<file path="src/sv/arfs_pkg.sv">
// ----------------------------------------------------------------------------
// arfs_pkg - shared types and constants for the repulsion force accumulator
// Item structs for both channels, the sequencer state type and the fixed
// widths of the force sums and the shared divide / square root unit.
// ----------------------------------------------------------------------------
package arfs_pkg;

  localparam int MAX_AGENTS = 32;

  localparam int SUM_W  = 40;
  localparam int CNT_W  = 6;
  localparam int STEP_W = 7;

  localparam logic [CNT_W-1:0]  CNT_MAX       = 6'd63;
  localparam logic [CNT_W-1:0]  AGENTS_RESET  = 6'd2;

  // iteration counts of the shared unit
  localparam logic [STEP_W-1:0] SQRT_STEPS = 7'd32;
  localparam logic [STEP_W-1:0] DIV1_STEPS = 7'd79;
  localparam logic [STEP_W-1:0] DIV2_STEPS = 7'd64;
  localparam logic [STEP_W-1:0] AVG_STEPS  = 7'd40;

  localparam logic [31:0] MAG_NEG_CAP = 32'h8000_0000;
  localparam logic [31:0] MAG_POS_CAP = 32'h7fff_ffff;

  typedef struct packed {
    logic signed [31:0] own_x;
    logic signed [31:0] own_y;
    logic signed [31:0] peer_x;
    logic signed [31:0] peer_y;
    logic               batch_end;
  } req_item_t;

  typedef struct packed {
    logic signed [31:0] peer_force_x;
    logic signed [31:0] peer_force_y;
    logic               coincident;
    logic signed [31:0] total_force_x;
    logic signed [31:0] total_force_y;
    logic               total_valid;
    logic               is_last;
  } rsp_item_t;

  typedef enum logic [4:0] {
    S_IDLE,
    S_PREP,
    S_SQX,
    S_SQY,
    S_SUM,
    S_SQRT,
    S_ROOT,
    S_LDD1,
    S_DIV1,
    S_LDD2,
    S_DIV2,
    S_TERM,
    S_ACCUM,
    S_LDA,
    S_AVG,
    S_AVST,
    S_DONE
  } state_t;

endpackage

</file>
<file path="src/sv/agent_repulsion_force_sum.sv">
// ----------------------------------------------------------------------------
// agent_repulsion_force_sum - inverse-square repulsion force accumulator
// Per neighbour item: offset, squared distance, integer square root and the
// term -d/dist^3 per axis in Q8.24, summed over a round and averaged by the
// agent count on the last item of a complete round.
// ----------------------------------------------------------------------------
//  channel | signals                       | direction | item
//  --------+-------------------------------+-----------+----------------------
//  req     | req_valid, req_stall, req     | in        | positions, batch_end
//  rsp     | rsp_valid, rsp_stall, rsp     | out       | peer and total forces
//  cfg     | cfg_wr_en, cfg_wr_data        | in        | agent_count
//
//  One restoring compare/subtract unit does all the iterative work: 32 square
//  root steps, then per axis 79 steps of offset*2^48/S and 64 steps of /root.
//  A new item is accepted only after the previous result is loaded into rsp; a
//  valid round end also runs the two averages. Coincident neighbours and those
//  with an axis offset of 2^31 or more skip the unit and give zero peer force.
//  req_stall is high from acceptance until the result is loaded into rsp; the
//  rsp register lets the next item start while the previous result waits.
//  rst is synchronous and clears the sums, the count and agent_count to 2.
// ----------------------------------------------------------------------------
module agent_repulsion_force_sum
  import arfs_pkg::*;
(
  input  logic             clk,
  input  logic             rst,
  input  logic             req_valid,
  output logic             req_stall,
  input  req_item_t        req,
  output logic             rsp_valid,
  input  logic             rsp_stall,
  output rsp_item_t        rsp,
  input  logic             cfg_wr_en,
  input  logic [CNT_W-1:0] cfg_wr_data
);

  state_t state, state_next;

  logic [CNT_W-1:0]  agent_count;
  logic signed [SUM_W-1:0] sum_x, sum_y;
  logic [CNT_W-1:0]  peer_seen;

  logic signed [32:0] dx, dy;
  logic [30:0]        ax, ay;
  logic               last, coin, axis;
  logic [62:0]        s;
  logic [61:0]        prod;
  logic [31:0]        root;
  logic signed [31:0] fx, fy, tx, ty;
  logic               tvalid;

  // shared unit registers
  logic [78:0]       dvd;
  logic [63:0]       rem, quo, dvs;
  logic              ovf;
  logic [STEP_W-1:0] cnt;

  // control from the sequencer
  logic unit_sqrt, unit_step, rsp_load;

  // ---- shared compare/subtract unit ----
  logic [64:0] rem_sh, trial, diff;
  logic        geq;

  always_comb begin
    if (unit_sqrt) begin
      rem_sh = {rem[62:0], dvd[78:77]};
      trial  = {quo[62:0], 2'b01};
    end else begin
      rem_sh = {rem, dvd[78]};
      trial  = {1'b0, dvs};
    end
    diff = rem_sh - trial;
    geq  = (rem_sh >= trial);
  end

  // ---- shared squarer ----
  logic [30:0] mul_op;
  logic [61:0] mul_res;
  assign mul_op  = (state == S_SQX) ? ax : ay;
  assign mul_res = mul_op * mul_op;

  logic [62:0] s_sum;
  assign s_sum = s + {1'b0, prod};

  // ---- per-axis helpers ----
  logic [31:0]        ax_abs, ay_abs;
  logic               ax_hi, ay_hi;
  logic signed [32:0] d_sel;
  logic [31:0]        term_mag;
  logic [31:0]        term_val;

  always_comb begin
    ax_abs = dx[32] ? 32'(-dx) : dx[31:0];
    ay_abs = dy[32] ? 32'(-dy) : dy[31:0];
    ax_hi  = ax_abs[31];
    ay_hi  = ay_abs[31];
    d_sel  = axis ? dy : dx;
    term_mag = (ovf || (quo[63:31] != '0)) ? MAG_NEG_CAP : quo[31:0];
    // force opposes the offset
    if (!d_sel[32] && (d_sel != '0)) begin
      term_val = 32'(-term_mag);
    end else begin
      term_val = (term_mag > MAG_POS_CAP) ? MAG_POS_CAP : term_mag;
    end
  end

  // ---- saturating sums and count ----
  logic signed [SUM_W:0] sx_wide, sy_wide;
  logic signed [SUM_W-1:0] sx_sat, sy_sat;
  logic [CNT_W-1:0] seen_inc;
  logic             count_ok;

  function automatic logic signed [SUM_W-1:0] sat_sum(input logic signed [SUM_W:0] v);
    logic signed [SUM_W-1:0] r;
    if (v[SUM_W] != v[SUM_W-1]) begin
      r = v[SUM_W] ? {1'b1, {(SUM_W-1){1'b0}}} : {1'b0, {(SUM_W-1){1'b1}}};
    end else begin
      r = v[SUM_W-1:0];
    end
    return r;
  endfunction

  always_comb begin
    sx_wide  = {sum_x[SUM_W-1], sum_x} + {{(SUM_W-31){fx[31]}}, fx};
    sy_wide  = {sum_y[SUM_W-1], sum_y} + {{(SUM_W-31){fy[31]}}, fy};
    sx_sat   = sat_sum(sx_wide);
    sy_sat   = sat_sum(sy_wide);
    seen_inc = (peer_seen == CNT_MAX) ? peer_seen : peer_seen + 1'b1;
    count_ok = (agent_count >= AGENTS_RESET)
            && ({1'b0, agent_count} <= 7'(MAX_AGENTS))
            && (seen_inc == agent_count - 1'b1);
  end

  // ---- average helpers ----
  logic signed [SUM_W-1:0] avg_src;
  logic [SUM_W-1:0]        avg_mag;
  logic [SUM_W-1:0]        avg_q;
  logic [31:0]             avg_val;

  always_comb begin
    avg_src = axis ? sum_y : sum_x;
    avg_mag = avg_src[SUM_W-1] ? SUM_W'(-avg_src) : avg_src;
    avg_q   = quo[SUM_W-1:0];
    if (avg_src[SUM_W-1]) begin
      avg_val = (avg_q > SUM_W'(MAG_NEG_CAP)) ? MAG_NEG_CAP : 32'(-avg_q[31:0]);
    end else begin
      avg_val = (avg_q > SUM_W'(MAG_POS_CAP)) ? MAG_POS_CAP : avg_q[31:0];
    end
  end

  // ---- sequencer: next state ----
  always_comb begin
    state_next = state;
    unique case (state)
      S_IDLE:  if (req_valid) state_next = S_PREP;
      S_PREP: begin
        if (((ax_abs == '0) && (ay_abs == '0)) || ax_hi || ay_hi) begin
          state_next = S_ACCUM;
        end else begin
          state_next = S_SQX;
        end
      end
      S_SQX:   state_next = S_SQY;
      S_SQY:   state_next = S_SUM;
      S_SUM:   state_next = S_SQRT;
      S_SQRT:  if (cnt == 7'd1) state_next = S_ROOT;
      S_ROOT:  state_next = S_LDD1;
      S_LDD1:  state_next = S_DIV1;
      S_DIV1:  if (cnt == 7'd1) state_next = S_LDD2;
      S_LDD2:  state_next = ovf ? S_TERM : S_DIV2;
      S_DIV2:  if (cnt == 7'd1) state_next = S_TERM;
      S_TERM:  state_next = axis ? S_ACCUM : S_LDD1;
      S_ACCUM: state_next = (last && count_ok) ? S_LDA : S_DONE;
      S_LDA:   state_next = S_AVG;
      S_AVG:   if (cnt == 7'd1) state_next = S_AVST;
      S_AVST:  state_next = axis ? S_DONE : S_LDA;
      S_DONE:  if (!rsp_valid || !rsp_stall) state_next = S_IDLE;
      default: state_next = S_IDLE;
    endcase
  end

  // ---- sequencer: outputs ----
  always_comb begin
    req_stall = (state != S_IDLE);
    unit_sqrt = (state == S_SQRT);
    unit_step = (state == S_SQRT) || (state == S_DIV1) || (state == S_DIV2)
             || (state == S_AVG);
    rsp_load  = (state == S_DONE) && (!rsp_valid || !rsp_stall);
  end

  always_ff @(posedge clk) begin
    if (rst) begin
      state <= S_IDLE;
    end else begin
      state <= state_next;
    end
  end

  // ---- control state ----
  always_ff @(posedge clk) begin
    if (rst) begin
      agent_count <= AGENTS_RESET;
      sum_x       <= '0;
      sum_y       <= '0;
      peer_seen   <= '0;
      rsp_valid   <= 1'b0;
    end else begin
      if (cfg_wr_en) agent_count <= cfg_wr_data;
      if (state == S_ACCUM) begin
        sum_x     <= sx_sat;
        sum_y     <= sy_sat;
        peer_seen <= seen_inc;
      end
      if (rsp_load && last) begin
        sum_x     <= '0;
        sum_y     <= '0;
        peer_seen <= '0;
      end
      if (rsp_load) begin
        rsp_valid <= 1'b1;
      end else if (!rsp_stall) begin
        rsp_valid <= 1'b0;
      end
    end
  end

  // ---- datapath ----
  always_ff @(posedge clk) begin
    if (unit_step) begin
      rem <= geq ? diff[63:0] : rem_sh[63:0];
      quo <= {quo[62:0], geq};
      ovf <= ovf | quo[63];
      dvd <= unit_sqrt ? {dvd[76:0], 2'b00} : {dvd[77:0], 1'b0};
      cnt <= cnt - 1'b1;
    end
    unique case (state)
      S_IDLE: begin
        dx     <= {req.peer_x[31], req.peer_x} - {req.own_x[31], req.own_x};
        dy     <= {req.peer_y[31], req.peer_y} - {req.own_y[31], req.own_y};
        last   <= req.batch_end;
        fx     <= '0;
        fy     <= '0;
        tx     <= '0;
        ty     <= '0;
        tvalid <= 1'b0;
        axis   <= 1'b0;
      end
      S_PREP: begin
        ax   <= ax_abs[30:0];
        ay   <= ay_abs[30:0];
        coin <= (ax_abs == '0) && (ay_abs == '0);
      end
      S_SQX: s    <= {1'b0, mul_res};
      S_SQY: prod <= mul_res;
      S_SUM: begin
        s   <= s_sum;
        dvd <= {1'b0, s_sum, 15'd0};
        rem <= '0;
        quo <= '0;
        ovf <= 1'b0;
        cnt <= SQRT_STEPS;
      end
      S_ROOT: root <= quo[31:0];
      S_LDD1: begin
        dvd <= {(axis ? ay : ax), 48'd0};
        dvs <= {1'b0, s};
        rem <= '0;
        quo <= '0;
        ovf <= 1'b0;
        cnt <= DIV1_STEPS;
      end
      S_LDD2: begin
        dvd <= {quo, 15'd0};
        dvs <= {32'd0, root};
        rem <= '0;
        quo <= '0;
        cnt <= DIV2_STEPS;
      end
      S_TERM: begin
        if (axis) begin
          fy <= term_val;
        end else begin
          fx <= term_val;
        end
        axis <= ~axis;
      end
      S_ACCUM: begin
        tvalid <= last && count_ok;
        axis   <= 1'b0;
      end
      S_LDA: begin
        dvd <= {avg_mag, 39'd0};
        dvs <= {58'd0, agent_count};
        rem <= '0;
        quo <= '0;
        ovf <= 1'b0;
        cnt <= AVG_STEPS;
      end
      S_AVST: begin
        // averaged totals: x after the first pass, y after the second
        if (axis) begin
          ty <= avg_val;
        end else begin
          tx <= avg_val;
        end
        axis <= ~axis;
      end
      S_DONE: begin
        if (rsp_load) begin
          rsp.peer_force_x  <= fx;
          rsp.peer_force_y  <= fy;
          rsp.coincident    <= coin;
          rsp.total_force_x <= tx;
          rsp.total_force_y <= ty;
          rsp.total_valid   <= tvalid;
          rsp.is_last       <= last;
        end
      end
      default: begin
      end
    endcase
  end

endmodule
</file>
<file path="config.mk">
export PLATFORM = sky130hd
export DESIGN_NAME = agent_repulsion_force_sum
export DESIGN_NICKNAME = d
export VERILOG_FILES = /design/src/sv/arfs_pkg.sv /design/src/sv/agent_repulsion_force_sum.sv
export SDC_FILE = /design/constraint.sdc
export NUM_CORES = 2
export LEC_CHECK = 0
export ABC_AREA = 1
export BUFFER_PORTS_ARGS = -buffer_cell sky130_fd_sc_hd__buf_2
export CAP_MARGIN = 30
export CELL_PAD_IN_SITES_DETAIL_PLACEMENT = 1
export CELL_PAD_IN_SITES_GLOBAL_PLACEMENT = 2
export CORE_MARGIN = 3
export CORE_UTILIZATION = 42
export CTS_BUF_LIST = sky130_fd_sc_hd__clkbuf_16
export DETAILED_ROUTE_END_ITERATION = 16
export PLACE_DENSITY = 0.95
export SLEW_MARGIN = 30
export SYNTH_ARGS = -nofsm -noshare
export SYNTH_HDL_FRONTEND = slang
export SYNTH_SLANG_ARGS = --single-unit
</file>
<file path="constraint.sdc">
create_clock -name clk -period 16.37 [get_ports clk]
set_input_delay 0.8185 -clock clk [delete_from_list [all_inputs] [get_ports clk]]
set_output_delay 0.8185 -clock clk [all_outputs]
set_load 0.005 [all_outputs]
</file>
# Word-level counts from Yosys, hierarchy flattened
# Cells that the tools add are included.
dict set report op_classes {
  n_addsub 14
  multipliers 1
  n_lt_le_gt_ge 6
  n_eq_ne 32
  mux 52
  bitwise_logic 2
  n_reduce_logical 41
}
# op n
set op_table {}
lappend op_table {{two-way mux 32 bit} 12}
lappend op_table {{case mux 79 bit (4 select lines)} 1}
lappend op_table {{case mux 32 bit (2 select lines)} 4}
lappend op_table {{two-way mux 40 bit} 6}
lappend op_table {{case mux 64 bit (3 select lines)} 1}
lappend op_table {{two-way mux 79 bit} 2}
lappend op_table {{two-way mux 65 bit} 2}
lappend op_table {{negation 32 bit} 4}
lappend op_table {{case mux 63 bit (2 select lines)} 1}
lappend op_table {{case mux 5 bit (17 select lines)} 1}
lappend op_table {{adder 40 x 32 -> 41 bit} 2}
lappend op_table {{nonzero test 33 bit} 2}
lappend op_table {{subtractor 32 x 32 -> 33 bit} 2}
lappend op_table {{>= comparator 65 bit} 1}
lappend op_table {{zero test 32 bit} 2}
lappend op_table {{two-way mux 64 bit} 1}
lappend op_table {{subtractor 64 bit} 1}
lappend op_table {{adder 63 x 62 -> 63 bit} 1}
lappend op_table {{multiplier 31 x 31 -> 62 bit} 1}
lappend op_table {{two-way mux 31 bit} 2}
lappend op_table {{equality test 5 x 4 -> 1 bit, second input constant} 8}
lappend op_table {{greater-than comparator 40 x 31 -> 1 bit, second input constant} 1}
lappend op_table {{greater-than comparator 40 x 32 -> 1 bit, second input constant} 1}
lappend op_table {{two-way mux 5 bit} 8}
lappend op_table {{other kinds (38)} 81}
dict set report totals {
  ff_bits 925
  inputBits 140
}

# Longest topological paths before layout
dict set report logic_depth {
  depth_word 8
  depth_mapped 42
}

# Worst setup path before layout
# No wires, ideal clock.
dict set report synth_path {
  kind {flip-flop to flip-flop}
  start {register state[1]}
  end {register s[50] (data pin)}
  setup_ps 253
  arrival_time_ps 7953
  setup_slack_ps 8164
  path_stages_with_launch 36
  path_buffers 2
  period_less_slack_ps 8206
  cell_sequence {dfxtp_1 inv_2 nor2_2 nand3_2 clkbuf_1 o21ai_1 inv_1 buf_2 nor2_1 fa_1 fa_1 inv_1 fa_1 inv_1 fa_1 inv_1 fa_1 inv_1 fa_1 fa_1 inv_1 fa_1 inv_1 ha_1 a21oi_1 o21ai_0 a21o_1 a21oi_1 nand2_1 a21boi_0 o21bai_1 nand2_1 nand3b_1 and2_1 nand2_1 nand2_1}
}
dict set report synth_via {
  elab_chain_len 4
}
# element line_no
set synth_rtl {}
lappend synth_rtl {{start: declaration} agent_repulsion_force_sum.sv:37} ;# state_t state, state_next;
lappend synth_rtl {{start signal: assignment} agent_repulsion_force_sum.sv:196} ;# state <= state_next;
lappend synth_rtl {{equality test 5 x 2 -> 1 bit} agent_repulsion_force_sum.sv:80} ;# assign mul_op = (state == S_SQX) ? ax : ay;
lappend synth_rtl {{two-way mux 31 bit} agent_repulsion_force_sum.sv:80}
lappend synth_rtl {{multiplier 31 x 31 -> 62 bit} agent_repulsion_force_sum.sv:81} ;# assign mul_res = mul_op * mul_op;
lappend synth_rtl {{net mul_res[50]} agent_repulsion_force_sum.sv:79} ;# logic [61:0] mul_res;
lappend synth_rtl {{case mux 63 bit (2 select lines)} agent_repulsion_force_sum.sv:237} ;# unique case (state)
lappend synth_rtl {{end signal: assignment} agent_repulsion_force_sum.sv:254} ;# S_SQX: s <= {1'b0, mul_res};
lappend synth_rtl {{end signal: assignment} agent_repulsion_force_sum.sv:257} ;# s <= s_sum;
lappend synth_rtl {{end: declaration} agent_repulsion_force_sum.sv:46} ;# logic [62:0] s;
# The timed path passes the listed nets, and every way through them passes these cells.
# A chain may end at the register's enable or synchronous reset.

# Final worst setup path
dict set report layout_path {
  start {register state[4]}
  end {register s[61] (data pin)}
}
# The elaborated chain is that of the path after synthesis.

==> key figures <==
Run status
  • Status: finished clean

Worst hold path
  • Hold Crit Depth: 1
  • Worst Hold Class: in2reg
  • Hold EP: last
  • Worst hold start: req[0]

Setup path
  • Startpoint types: flop
  • Critical Path Most Common Cell: fa_1
  • Crit path buf inv count: 10
  • Worst reg2reg path startpoint: state[4]
  • R2R setup slack: 6.01 ns
  • Cell family with most CP delay: adder cells
  • Crit. End Element: flop
  • R2R Path End: s[61]
  • CP required: between 15 and 20 ns
  • CP max stage delay: 0.86 ns
  • Arr. time, crit path: roughly 11 ns
  • Worst r2r path cells: 33
  • Kind of critical path: reg2reg
  • Max FO, Critical Path: 64
  • Slowest cell on crit path: o21ai_2

Drt
  • Post-DR vias/cell: 5.61
  • Initial drt markers: approximately 6200
  • Met2 wire len: roughly 160 mm
  • WL final: between 300 and 400 mm
  • DR top layer: met5
  • Via count: approximately 76000
  • 1st-pass router iterations: 7
  • ANT nets after route: 0
  • Met3 wire len: approximately 21 mm
  • Metal-1 WL: about 140 mm
  • Residual DRC: 0
  • DR WL/cell: roughly 25 µm

Synth
  • Asr flop ratio synth: 0
  • Ys flop type: edfxtp_1
  • Post-Synthesis Cells: ~11000
  • Post-synth net total: between 10000 and 15000
  • Sequential area share after synthesis: 0.293
  • Syn Area/Cell: approximately 8.1 µm²
  • Post-synth EDFFs: a little under 700
  • Distinct cells, synth: 69
  • Yosys warning total: 0
  • Seq cells post-synth: 908
  • Mapped Area: about 0.085 mm²

Timing
  • RSZ-0062 raised after global routing: no
  • Pins Over Slew Limit: 0
  • Tmin final: 10.36 ns
  • Hold Vio Cnt, Final: 0
  • Fin crit share: 0.633
  • Final TNS setup: 0 ns
  • Relative slew slack: 0.286
  • Max Freq: approximately 96 MHz
  • Worst slew pin tran: approximately 1.1 ns
  • Skew final: between 0.07 and 0.08 ns
  • Final Setup Violations: 0

Clock tree
  • Clock transition at path regs: ~0.06 ns
  • CTS tree: built
  • Clock net sink count: approximately 910
  • # hold bufs at CTS: 0
  • Post-CTS setup repair buffer count: 0
  • CTS Buf Count: 102
  • PostCTS Resize Cnt: 0
  • Htree depth: 3
  • Worst skew pair latency: 0.76 ns
  • Root Buffer: clkbuf_16
  • Maximum buffer depth of the clock tree: 3

GRT
  • Pin count of the biggest net entering global routing: 143
  • Initial antenna violation count: 9
  • GRT Residual Overflow: 0
  • All-Layer GR Usage: 0.313
  • Vias in the first global route: around 80000
  • First-pass GRT wire length: 501 mm

Final layout
  • Area Overhead vs Synth: 9.10%
  • Post-layout net count: 12231
  • Commonest cells after routing, fill and taps aside: nand2_1 (2066), inv_1 (1984), nor2_1 (1176), fa_1 (762), edfxtp_1 (681)
  • Most common cell after layout, fill and taps aside: nand2_1
  • Share of cells above drive strength 1: 0.0679

Die
  • Die Span X: about 460 µm
  • Starting density of the core: 0.425
  • Core area: 0.201 mm²
  • Die ar.: about 0.21 mm²
  • Row count: 164
  • Io pins: roughly 270
  • Die Y-Extent: 457 µm

Placement
  • Dpl hpwl: ~270 mm
  • PortBufs: roughly 270
  • GP Congestion: just under 1

Job
  • # Max-Cap Violations: 0
[cells in the mapped netlist, types with 11 or more instances]
cell / instances / area, µm²
nand2_1: 2069 / 7770
inv_1: 1962 / 7360
nor2_1: 1192 / 4470
fa_1: 762 / 15300
edfxtp_1: 681 / 20400
a21oi_1: 636 / 3180
o21ai_0: 629 / 3150
ha_1: 543 / 6790
nand3_1: 294 / 1470
dfxtp_1: 227 / 4540
clkbuf_1: 202 / 758
xor2_1: 197 / 1730
xnor2_1: 116 / 1020
a31oi_1: 110 / 688
o22ai_1: 90 / 563
nor3_1: 87 / 435
o211ai_1: 63 / 473
or2_2: 61 / 382
nand4_1: 60 / 375
buf_2: 53 / 265
a21o_1: 49 / 368
o21ai_1: 49 / 245
nor4_1: 36 / 225
o21a_1: 35 / 263
o21bai_1: 34 / 255
o21ai_2: 33 / 289
a21boi_0: 29 / 218
inv_2: 28 / 105
a221oi_1: 26 / 228
a22o_1: 26 / 228
o2111ai_1: 19 / 166
nand3b_1: 16 / 120
buf_1: 13 / 48.8
buf_6: 13 / 146
and3_1: 11 / 68.8
clkinv_1: 11 / 41.3
nor2_2: 11 / 68.8
[state kept, by name, indices dropped and copies added, names as in the netlist, 31 cells and up]
name	flops
rsp	131
dvd	64
quo	64
rem	64
dvs	63
s	63
prod	61
sum_x	40
sum_y	40
dx	33
dy	33
fx	32
fy	32
root	32
tx	32
ty	32
ax	31
ay	31
[worst max-delay path by stage]
| stage | from | to | slack [ns] | cells after the start |
|---|---|---|---|---|
| after floorplan | state[1] | s[50] | 8.16 | 35 |
| final | state[4] | s[61] | 6.01 | 33 |
| after global placement | state[1] | s[34] | 6.49 | 33 |
| after CTS | state[4] | s[61] | 6.08 | 33 |
| after detailed placement | state[4] | s[61] | 6.18 | 33 |
| after global routing | state[4] | s[61] | 5.47 | 33 |
[through the flow]
stage           util  instances  area, µm²  worst slack (ns)  hold slack, ns
6_report       0.463      13537      93100              6.01           0.270
5_1_grt        0.463      13533      93000              5.47           0.237
4_1_cts        0.463      13527      93000              6.08           0.210
3_5_place_dp   0.447      13337      89700              6.18           0.406
3_3_place_gp   0.446      13334      89600              6.49           0.402
2_1_floorplan      -      10592      85300              8.16           0.400
[kinds of logic (layout without fill, tap and decap cells)]
logic type	count (synthesis)	count (layout)	share of synthesized area
xor gates and xnor gates	313	313	0.0321
DFF	908	908	0.293
and+or+nand+nor	3885	3885	0.185
other	0	9	0
buffers and inverters	2289	2569	0.103
adders and majority gates	1305	1305	0.259
muxes	7	7	0.000822
AOI/OAI and AO/OA	1885	1885	0.127
[per-layer routing]
metal | vias to the layer above | GRT usage
met3 | 673 | 0.0459
li1 | 34427 | -
met4 | 4 | 0.120
met5 | - | 0
met2 | 2548 | 0.528
met1 | 38261 | 0.405
[worst register-to-register path: cells and delay by family (launching register included)]
kind / cells / cell delay [ns]
AO/OA/AOI/OAI: 6 / 1.80
XOR/XNOR: 1 / 0.17
adder cells (fa/ha/maj): 9 / 4.53
buffers and inverters: 10 / 1.92
AND/OR/NAND/NOR: 7 / 1.30
flip-flops: 1 / 0.35
[layout make-up]
class | count | area [µm²]
inverters | 2003 | 7530
repair buffers | 376 | 2230
multi-input cells | 7395 | 51700
well taps | 2656 | 3320
flip-flops and latches | 908 | 25000
diodes | 9 | 22.5
clock inverters | 87 | 701
clock buffers | 103 | 2580
fillers | 24482 | 108000
Power is left out: the tool's default activity adds up to more than one toggle a clock period on the data nets, which glitch-free logic cannot reach.
